==> config.mk <==
export PLATFORM = sky130hd
export DESIGN_NAME = fbpa_alu
export DESIGN_NICKNAME = d
export VERILOG_FILES = /design/src/rtl/core/fbpa_pkg.sv /design/src/rtl/core/fbpa_alu.sv
export SDC_FILE = /design/constraint.sdc
export NUM_CORES = 1
export LEC_CHECK = 0
export ABC_CLOCK_PERIOD_IN_PS = 6800
export BUFFER_PORTS_ARGS = -buffer_cell sky130_fd_sc_hd__buf_2
export CAP_MARGIN = 20
export CORE_MARGIN = 2
export CORE_UTILIZATION = 30
export DETAILED_ROUTE_END_ITERATION = 16
export GPL_TIMING_DRIVEN = 0
export SYNTH_ARGS = -nofsm -noshare
export SYNTH_HDL_FRONTEND = slang
export SYNTH_SLANG_ARGS = --single-unit
export TNS_END_PERCENT = 1
==> constraint.sdc <==
create_clock -name vclk -period 6.8
set_input_delay 1.36 -clock vclk [all_inputs]
set_output_delay 1.36 -clock vclk [all_outputs]
set_load 0.02 [all_outputs]
==> src/rtl/core/fbpa_pkg.sv <==
package fbpa_pkg;

  localparam int DATA_W  = 32;
  localparam int BYTES_W = 16;
  localparam int CNT_W   = 11;
  localparam int SPAN_W  = BYTES_W + CNT_W;
  localparam int STEP_W  = $clog2(CNT_W);
  localparam int ST_W    = 3;
  localparam int FUNC_W  = 2;
  localparam int PADDR_W = 4;

  localparam int MAX_BLOCKS_DEF = 1024;
  localparam int ADDR_WIDTH_DEF = 32;

  localparam logic [CNT_W-1:0] CNT_MAX = CNT_W'(2047);

  localparam logic [DATA_W-1:0]  POOL_BASE_RST   = 32'd4096;
  localparam logic [BYTES_W-1:0] BLOCK_BYTES_RST = 16'd64;
  localparam logic [CNT_W-1:0]   BLOCK_COUNT_RST = 11'd1024;

  localparam logic [1:0] REG_POOL_BASE   = 2'd0;
  localparam logic [1:0] REG_BLOCK_BYTES = 2'd1;
  localparam logic [1:0] REG_BLOCK_COUNT = 2'd2;

  localparam logic [FUNC_W-1:0] FN_ALLOC   = 2'd0;
  localparam logic [FUNC_W-1:0] FN_FREE    = 2'd1;
  localparam logic [FUNC_W-1:0] FN_RESTART = 2'd2;

  localparam logic [ST_W-1:0] ST_OK        = 3'd0;
  localparam logic [ST_W-1:0] ST_EXHAUSTED = 3'd1;
  localparam logic [ST_W-1:0] ST_NULL      = 3'd2;
  localparam logic [ST_W-1:0] ST_INVALID   = 3'd3;
  localparam logic [ST_W-1:0] ST_OVERFLOW  = 3'd4;

  typedef struct packed {
    logic [FUNC_W-1:0] func;
    logic [DATA_W-1:0] release_address;
  } in_t;

  typedef struct packed {
    logic [DATA_W-1:0] block_address;
    logic [ST_W-1:0]   status;
    logic [CNT_W-1:0]  in_use;
    logic [CNT_W-1:0]  peak_in_use;
    logic [DATA_W-1:0] total_allocations;
    logic [DATA_W-1:0] total_releases;
  } out_t;

  typedef enum logic {
    ALU_ADD,
    ALU_SUB
  } alu_op_t;

  typedef enum logic [7:0] {
    S_IDLE = 8'b0000_0001,
    S_POP  = 8'b0000_0010,
    S_MUL  = 8'b0000_0100,
    S_ADD  = 8'b0000_1000,
    S_BASE = 8'b0001_0000,
    S_SPAN = 8'b0010_0000,
    S_DIV  = 8'b0100_0000,
    S_DONE = 8'b1000_0000
  } state_t;

endpackage

==> src/rtl/core/fbpa_alu.sv <==
module fbpa_alu
  import fbpa_pkg::*;
#(
  parameter int WIDTH = 33
) (
  input  alu_op_t          op,
  input  logic [WIDTH-1:0] a,
  input  logic [WIDTH-1:0] b,
  output logic [WIDTH-1:0] y,
  output logic             borrow
);

  logic [WIDTH-1:0] b_eff;
  logic [WIDTH:0]   sum;

  assign b_eff  = (op == ALU_SUB) ? ~b : b;
  assign sum    = {1'b0, a} + {1'b0, b_eff} + {{WIDTH{1'b0}}, (op == ALU_SUB)};
  assign y      = sum[WIDTH-1:0];
  assign borrow = (op == ALU_SUB) && !sum[WIDTH];

endmodule

==> summary.txt, run 1 <==
Count of warnings emitted by yosys: 0
Number of nets at the end of the flow: 529
Worst-path maximum fanout: 10
Ordered list of cells on the worst path: buf_4 -> clkbuf_1 -> xor2_1 -> ha_1 -> buf_2 -> and2_1 -> o21a_1 -> a211o_1 -> a21oi_1 -> mux2_2 -> a311oi_1 -> buf_2
DIE HEIGHT: 93.2 um
Number of buffers and inverters on the critical path: 4
Detail-routed net length per standard cell: 13.8 um
Final antenna diode count: 0
Syn nets: 427
Total negative slack: 0 ps
First-pass GRT wire length: 11500 um
Rel. slew slack: 47.8%
Pin count of the biggest net entering global routing: 11
DRT iter0 DRCs: 135
Proportion of synthesized chip area in sequential cells: 0%
Detailed-route wire length: 7300 um
Total congestion overflow: 0
Via count of the first global-routing pass: 2596
Mapped Avg Cell Area: 7.29 sq um
Power density relative to cell area: 172 mW/mm^2
Commonest non-fill, non-tap cell in the layout: buf_2
Top-level I/O count: 101
Required time of the critical path: 5440 ps
Drt pass-1 iters: 4
Startpoint kind of the worst setup timing path: input port
Placed cell areas: 0.00301 sq mm
Post-Syn Instances: 327
Final setup violation count: 0
Filler cell count: 845
Number of antenna violations at the first check in global routing: 0
Placed wire-length estimate after detailed placement: 6110 um
Count of cell types in the netlist: 57
Crit path largest cell delay: 520 ps
Final Hold Fails: 0
Result of the run: finished clean
Remaining number of nets flagged by the antenna check after routing: 0
Post-CTS Setup Bufs: 0
Final weighted congestion in routability-driven placement: 0.854
Hold-fix buffers at CTS: 0
GRT Total Usage: 15.6%
Initial core utilization: 30.9%
RSZ-0062 raised after global routing: no
Class of the tightest hold or removal check: in -> out
Floorplan Core Area: 0.00773 sq mm
Final-layout clock buffer total: 0
Vias after detailed routing: 2785
Number of cell rows: 32
Actual slew at the worst max-slew pin: 783 ps
Critical path's slowest cell: clkbuf_1
Post-route cell area: 0.00301 sq mm
Top library cells by usage in the layout, fill and taps aside: buf_2, xor2_1, a21oi_1
Minimum clock period: 5790 ps
Category of the critical setup timing path: in -> out
Die Area: 0.00868 sq mm
Layout cells sized above 1: 28.8%
Endpoint class of the critical path: primary output
Post-layout utilization of the core: 39.0%
Number of flip-flops and latches: 0
Period utilization: 85.2%
Residual DRC count: 0
Via count normalized by instance count: 5.26
Library cell appearing most often on the critical path: buf_2
Slew Limit Fails: 0
Crit path arrival time: 4430 ps
Number of placed instances with taps included: 529
Max Freq: 0.173 GHz
Leak: 1.43 nW
Area delta synth->final: 26.3%
PostCTS Resize Cnt: 0
Max Cap Viol: 0
Min setup slack post-route: 1010 ps
Non-filler cells, final: 529
Pre-CTS WS: 994 ps
Worst ir drop on vdd: 0.0769 mV
Port Buffer Count: 100
Family of cells with the greatest summed delay on the critical path: buffers and inverters
Overall die width: 93.2 um
Sequential cell area in the final layout: 0 sq um
Total standard cell area after synthesis: 0.00238 sq mm
## cell families after synthesis
logic type | Yosys count | share of synthesized area, %
AO/OA/AOI/OAI | 120 | 34.3
XOR/XNOR | 60 | 22.0
multiplexers | 5 | 2.15
AND/OR/NAND/NOR | 87 | 19.1
buffers and inverters | 22 | 4.77
adder cells (fa/ha/maj) | 33 | 17.6
## synth_stat cells, types with 6 or more instances
cell | count | area (sq um)
xor2_1 | 46 | 403
nor3_1 | 8 | 40.0
inv_1 | 7 | 26.3
nand3_1 | 7 | 35.0
ha_1 | 32 | 400
o21bai_1 | 7 | 52.6
nand2_1 | 23 | 86.3
buf_2 | 7 | 35.0
nand4_1 | 7 | 43.8
nor2_1 | 20 | 75.1
xnor2_1 | 14 | 123
o21a_1 | 7 | 52.6
a21oi_1 | 37 | 185
o21ai_0 | 17 | 85.1
a21o_1 | 6 | 45.0
o31ai_1 | 6 | 45.0
## metal layers
layer  track usage (%)  share of wire [%]
met3             0.322                4.8
met5                 0                  0
met2              28.2                 47
met1              21.9                 48
met4             0.735               0.38
## report_power, final
part | switching (mW) | total [mW] | internal (mW) | leakage (nW)
clock network | 0 | 0 | 0 | 0
registers | 0 | 0 | 0 | 0
logic | 0.316 | 0.517 | 0.201 | 1.43
total | 0.316 | 0.517 | 0.201 | 1.43
## area by class of cell
| class | instances | area [sq um] | area share [%] |
|---|---|---|---|
| inverter | 7 | 26.3 | 0.872 |
| multi-input combinational | 305 | 2270 | 75.4 |
| tap | 102 | 128 | 4.24 |
| timing repair buffer | 100 | 500 | 16.6 |
| buffer | 15 | 87.6 | 2.91 |
## per-stage QoR
step                power, mW  hold WS (ps)
floorplan               0.370          2840
global placement        0.510          3030
detailed placement      0.514          3040
CTS                     0.517          3040
global route            0.566          3050
finish                  0.517          3030
## tightest hold or removal path, stage by stage
cell and delay (ps):
buf_2 100, xor2_1 60, buf_2 150
## path summary, 6_finish.rpt
check | startpoint | to | slack (ps) | depth (start not counted)
worst min-delay path | a[0] | y[0] | 3030 | 3
worst max-delay path | op | y[32] | 1010 | 12
Power figures use the tool's default switching activity.
==> inputs of run 2 (changes only) <==
--- a/config.mk
+++ b/config.mk
@@ -6,4 +6,5 @@
 export NUM_CORES = 1
 export LEC_CHECK = 0
+export ABC_AREA = 1
 export ABC_CLOCK_PERIOD_IN_PS = 6800
 export BUFFER_PORTS_ARGS = -buffer_cell sky130_fd_sc_hd__buf_2
@@ -13,4 +14,5 @@
 export DETAILED_ROUTE_END_ITERATION = 16
 export GPL_TIMING_DRIVEN = 0
+export SLEW_MARGIN = 5
 export SYNTH_ARGS = -nofsm -noshare
 export SYNTH_HDL_FRONTEND = slang
==> constraint.sdc (replaced) <==
create_clock -name vclk -period 6.8
set_input_delay 1.36 -clock vclk [all_inputs]
set_output_delay 1.36 -clock vclk [all_outputs]
set_load 0.005 [all_outputs]
==> summary.txt, run 2 <==
Hold slack: 2990 ps
Top-level I/O count: 101
Via count normalized by instance count: 4.58
Required time of the critical path: 5440 ps
Detailed-route wire length: 8580 um
Residual DRC count: 0
Final antenna diode count: 0
Combinational family with the most area after synthesis: simple AND/OR/NAND/NOR gates
DIE HEIGHT: 98.2 um
Crit path arrival time: 3570 ps
Number of antenna violations at the first check in global routing: 0
Critical path's slowest cell: ha_1
Final setup violation count: 0
Hold-fix buffers at CTS: 0
Max Used Layer: met4
Sequential cell area in the final layout: 0 sq um
Startpoint kind of the worst setup timing path: input port
Most common cell in the netlist: nand2_1
Floorplan Core Area: 0.00868 sq mm
Dominant cell type by area after synthesis: nand2_1
Most frequent cells after synthesis: nand2_1, inv_1, xor2_1
Minimum clock period: 4930 ps
Overall die width: 98.2 um
Leak: 2.11 nW
Category of the critical setup timing path: in -> out
Pin count of the biggest net entering global routing: 11
Top library cells by usage in the layout, fill and taps aside: nand2_1, buf_2, inv_1
Family of cells with the greatest summed delay on the critical path: compound AO/OA/AOI/OAI gates
Library cell appearing most often on the critical path: nand2_1
First-pass GRT wire length: 14400 um
Total standard cell area after synthesis: 0.00266 sq mm
Count of warnings emitted by yosys: 0
Synth Area in Compound Gates: 11.2%
Rel. slew slack: 74.7%
Proportion of synthesized chip area in sequential cells: 0%
Max Freq: 0.203 GHz
Wire length on met2: 4120 um
DRT iter0 DRCs: 153
Post-Syn Instances: 510
Die Area: 0.00965 sq mm
Wire length on met1: 4080 um
Min setup slack post-route: 1870 ps
Actual slew at the worst max-slew pin: 375 ps
Worst ir drop on vdd: 0.0310 mV
Period utilization: 72.5%
Commonest non-fill, non-tap cell in the layout: nand2_1
Number of flip-flops and latches: 0
Count of cell types in the netlist: 28
Cell types with the largest area share after synthesis: nand2_1, xor2_1, ha_1, inv_1, a21oi_1
Area delta synth->final: 23.9%
Number of nets at the end of the flow: 712
Number of buffers and inverters on the critical path: 4
Ordered list of cells on the worst path: buf_4 -> buf_2 -> xor2_1 -> ha_1 -> a21oi_1 -> o21ai_0 -> inv_1 -> nand2_1 -> a21oi_1 -> nand2_1 -> nand2_1 -> nand2_1 -> buf_2
Crit path largest cell delay: 350 ps
Post-layout utilization of the core: 38.0%
Detail-routed net length per standard cell: 11.9 um
Endpoint class of the critical path: primary output
Tot Pwr: 0.414 mW
PostCTS Resize Cnt: 0
RSZ-0062 raised after global routing: no
Final-layout clock buffer total: 0
Remaining number of nets flagged by the antenna check after routing: 0
Via count of the first global-routing pass: 3192
Class of the tightest hold or removal check: in -> out
Slew Limit Fails: 0
Result of the run: finished clean
Total congestion overflow: 0
Port Buffer Count: 100
Final weighted congestion in routability-driven placement: 0.908
Placed wire-length estimate after detailed placement: 7750 um
Pre-CTS WS: 1860 ps
Initial core utilization: 30.7%
Post-Synth XOR/XNOR Area: 15.8%
Vias after detailed routing: 3292
Adder-cell area share of the yosys netlist: 15.8%
Portion of synthesized cell area occupied by the leading cell type: 25.1%
Mapped Avg Cell Area: 5.22 sq um
Fraction of synthesized area in multiplexers: 0%
Post-CTS Setup Bufs: 0
Number of cell rows: 34
Syn nets: 610
Max Cap Viol: 0
Total negative slack: 0 ps
Layout cells sized above 1: 20.2%
Final Hold Fails: 0
Filler cell count: 1018
GRT Total Usage: 17.6%
Power density relative to cell area: 126 mW/mm^2
Worst-path maximum fanout: 10
Share of synthesized cell area in and, or, nand and nor gates: 42.5%
Length of routed met3 wiring: 339 um
Drt pass-1 iters: 5
==> run 2: cell count changes in the layout (fill, tap and decap cells not counted), sizes merged, moves of 6 or more <==
cell | before | now
inv | 7 | 99
o21a | 7 | 0
a21o | 8 | 0
xnor2 | 14 | 2
clkbuf | 6 | 0
nand2 | 23 | 187
o211ai | 6 | 0
nand3 | 7 | 28
nor2 | 20 | 44
o31ai | 6 | 0
==> run 2: cell families after synthesis <==
group	after synthesis
xor+xnor	48
fa+ha+maj	33
compound gates	55
buf+inv	103
simple gates	271
==> run 2: worst paths after layout <==
check                 from  endpoint  slack [ps]  cells past startpoint
worst max-delay path    op     y[30]        1870                     13
worst min-delay path  a[0]      y[0]        2990                      3
==> run 2: stage by stage <==
| step | cells | cell area (sq um) |
|---|---|---|
| 4_1_cts | 718 | 3300 |
| 3_5_place_dp | 718 | 3300 |
| 5_1_grt | 718 | 3300 |
| 3_3_place_gp | 718 | 3300 |
| 2_1_floorplan | 510 | 2660 |
| 6_report | 718 | 3300 |
==> run 2: power by group <==
| group | internal (mW) | switching [mW] |
|---|---|---|
| Sequential | 0 | 0 |
| Combinational | 0.165 | 0.250 |
| Clock | 0 | 0 |
==> run 2: per-layer routing <==
metal / up-vias / global-route usage (%)
met5: - / 0
met4: 0 / 0.843
met3: 2 / 0.501
met2: 78 / 32.4
met1: 1443 / 24.1
li1: 1769 / -
==> run 2: area by class of cell <==
type	count	area, sq um	share of cell area [%]
repair buffers	100	500	15.2
well taps	108	135	4.10
multi-input cells	407	2270	68.8
inverters	99	372	11.3
plain buffers	4	22.5	0.683
==> inputs of run 3 (changes only) <==
Settings changed: ABC_AREA 1 to 0, ABC_CLOCK_PERIOD_IN_PS 6800 to 4150.
Clock period 6.8 ns to 4.15 ns, I/O delays scaled along.
==> summary.txt, run 3 (same netlist as run 1, synthesis figures left out) <==
RSZ-0062 raised after global routing: yes
Commonest non-fill, non-tap cell in the layout: buf_2
Final Hold Fails: 0
DRT iter0 DRCs: 120
Number of flip-flops and latches: 0
Detail-routed net length per standard cell: 13.7 um
Actual slew at the worst max-slew pin: 481 ps
Critical path's slowest cell: mux2_2
Beginning of the critical path: op
Residual DRC count: 0
Final weighted congestion in routability-driven placement: 0.868
Levels on crit path: 12
Initial core utilization: 30.9%
Die Area: 0.00868 sq mm
Crit path largest cell delay: 360 ps
Final setup violation count: 0
Number of antenna violations at the first check in global routing: 0
Worst ir drop on vdd: 0.0897 mV
First-pass GRT wire length: 11900 um
Result of the run: finished clean
Sequential cell area in the final layout: 0 sq um
Rel. slew slack: 67.0%
Minimum clock period: 4130 ps
Ordered list of cells on the worst path: buf_12 -> buf_8 -> xor2_1 -> ha_1 -> buf_2 -> a21oi_2 -> nor3_1 -> a211o_1 -> a21oi_2 -> mux2_2 -> a311oi_2 -> buf_2
Area delta synth->final: 38.6%
Total congestion overflow: 0
Floorplan Core Area: 0.00773 sq mm
Hold slack: 1930 ps
Detailed-route wire length: 7440 um
Required time of the critical path: 3320 ps
Via count normalized by instance count: 5.19
Pin count of the biggest net entering global routing: 11
Family of cells with the greatest summed delay on the critical path: compound AO/OA/AOI/OAI gates
Placed wire-length estimate after detailed placement: 6000 um
Top library cells by usage in the layout, fill and taps aside: buf_2, xor2_1, a21oi_1
Area used by multi-input combinational logic: 0.00240 sq mm
Number of buffers and inverters on the critical path: 4
Pre-CTS WS: -631 ps
Overall die width: 93.2 um
Vias after detailed routing: 2814
Category of the critical setup timing path: in -> out
Crit path arrival time: 3300 ps
Period utilization: 99.6%
Tot Pwr: 0.795 mW
Non-filler cells, final: 542
Port Buffer Count: 100
Max Freq: 0.242 GHz
Min setup slack post-route: 17.6 ps
Endpoint of the most critical setup path: y[32]
Startpoint of the tightest hold check path: a[0]
Layout cells sized above 1: 36.4%
GRT Total Usage: 16.0%
Max Cap Viol: 0
Number of nets at the end of the flow: 542
Top-level I/O count: 101
Final-layout clock buffer total: 0
Drt pass-1 iters: 4
Number of cell rows: 32
Filler cell count: 823
Slew Limit Fails: 0
Class of the tightest hold or removal check: in -> out
Remaining number of nets flagged by the antenna check after routing: 0
DIE HEIGHT: 93.2 um
Power density relative to cell area: 241 mW/mm^2
Leak: 1.54 nW
Final antenna diode count: 0
Worst-path maximum fanout: 10
Post-layout utilization of the core: 42.8%
Number of placed instances with taps included: 529
Hold-fix buffers at CTS: 0
Startpoint kind of the worst setup timing path: input port
Endpoint class of the critical path: primary output
Via count of the first global-routing pass: 2595
==> run 3: changes by cell type in the layout (fill, tap and decap cells not counted), moves of 12 or more <==
| cell | before | now |
|---|---|---|
| buf_4 | 1 | 13 |
| inv_1 | 98 | 7 |
| nand2_1 | 178 | 23 |
| nand3_1 | 26 | 7 |
| nor2_1 | 41 | 20 |
| xnor2_1 | 2 | 14 |
==> run 3: worst min-delay path: stages <==
cell	delay (ps)
buf_2	90
xor2_1	60
buf_2	120
==> run 3: per-stage QoR <==
step / TNS [ps] / area (sq um)
floorplan: 0 / 2390
global placement: -6680 / 3010
detailed placement: -7390 / 3010
CTS: -37.7 / 3150
global route: -360 / 3310
finish: 0 / 3310
==> run 3: layer usage <==
metal / vias up / part of all wire, % / track usage [%]
met4: 0 / 0.38 / 0.735
li1: 1458 / - / -
met5: - / 0 / 0
met1: 1273 / 48 / 22.7
met2: 81 / 47 / 28.5
met3: 2 / 4.6 / 0.564
==> run 3: layout make-up <==
cell class                      count  share of cell area (%)
Tap cell                          102                    3.86
Multi-Input combinational cell    305                    72.6
Timing Repair Buffer              115                    18.9
Inverter                            7                   0.795
Buffer                             13                    3.90
==> run 3: worst min path at each step <==
stage | cells after the start | end | slack (ps)
after floorplan | 1 | y[0] | 1710
after global placement | 3 | y[0] | 1930
after detailed placement | 3 | y[0] | 1930
after CTS | 3 | y[0] | 1930
after global routing | 3 | y[0] | 1950
final | 3 | y[0] | 1930
==> run 3: power breakdown <==
| group | switching [mW] | internal (mW) |
|---|---|---|
| Sequential | 0 | 0 |
| Clock | 0 | 0 |
| Combinational | 0.421 | 0.374 |
==> run 3: repair_timing <==
item                                    in CTS  in global routing
endpoints found under the setup margin      21                 13
gates cloned                                 0                  0
pin swaps                                    9                 18
resized for setup                           26                 20
setup buffers                                4                 11
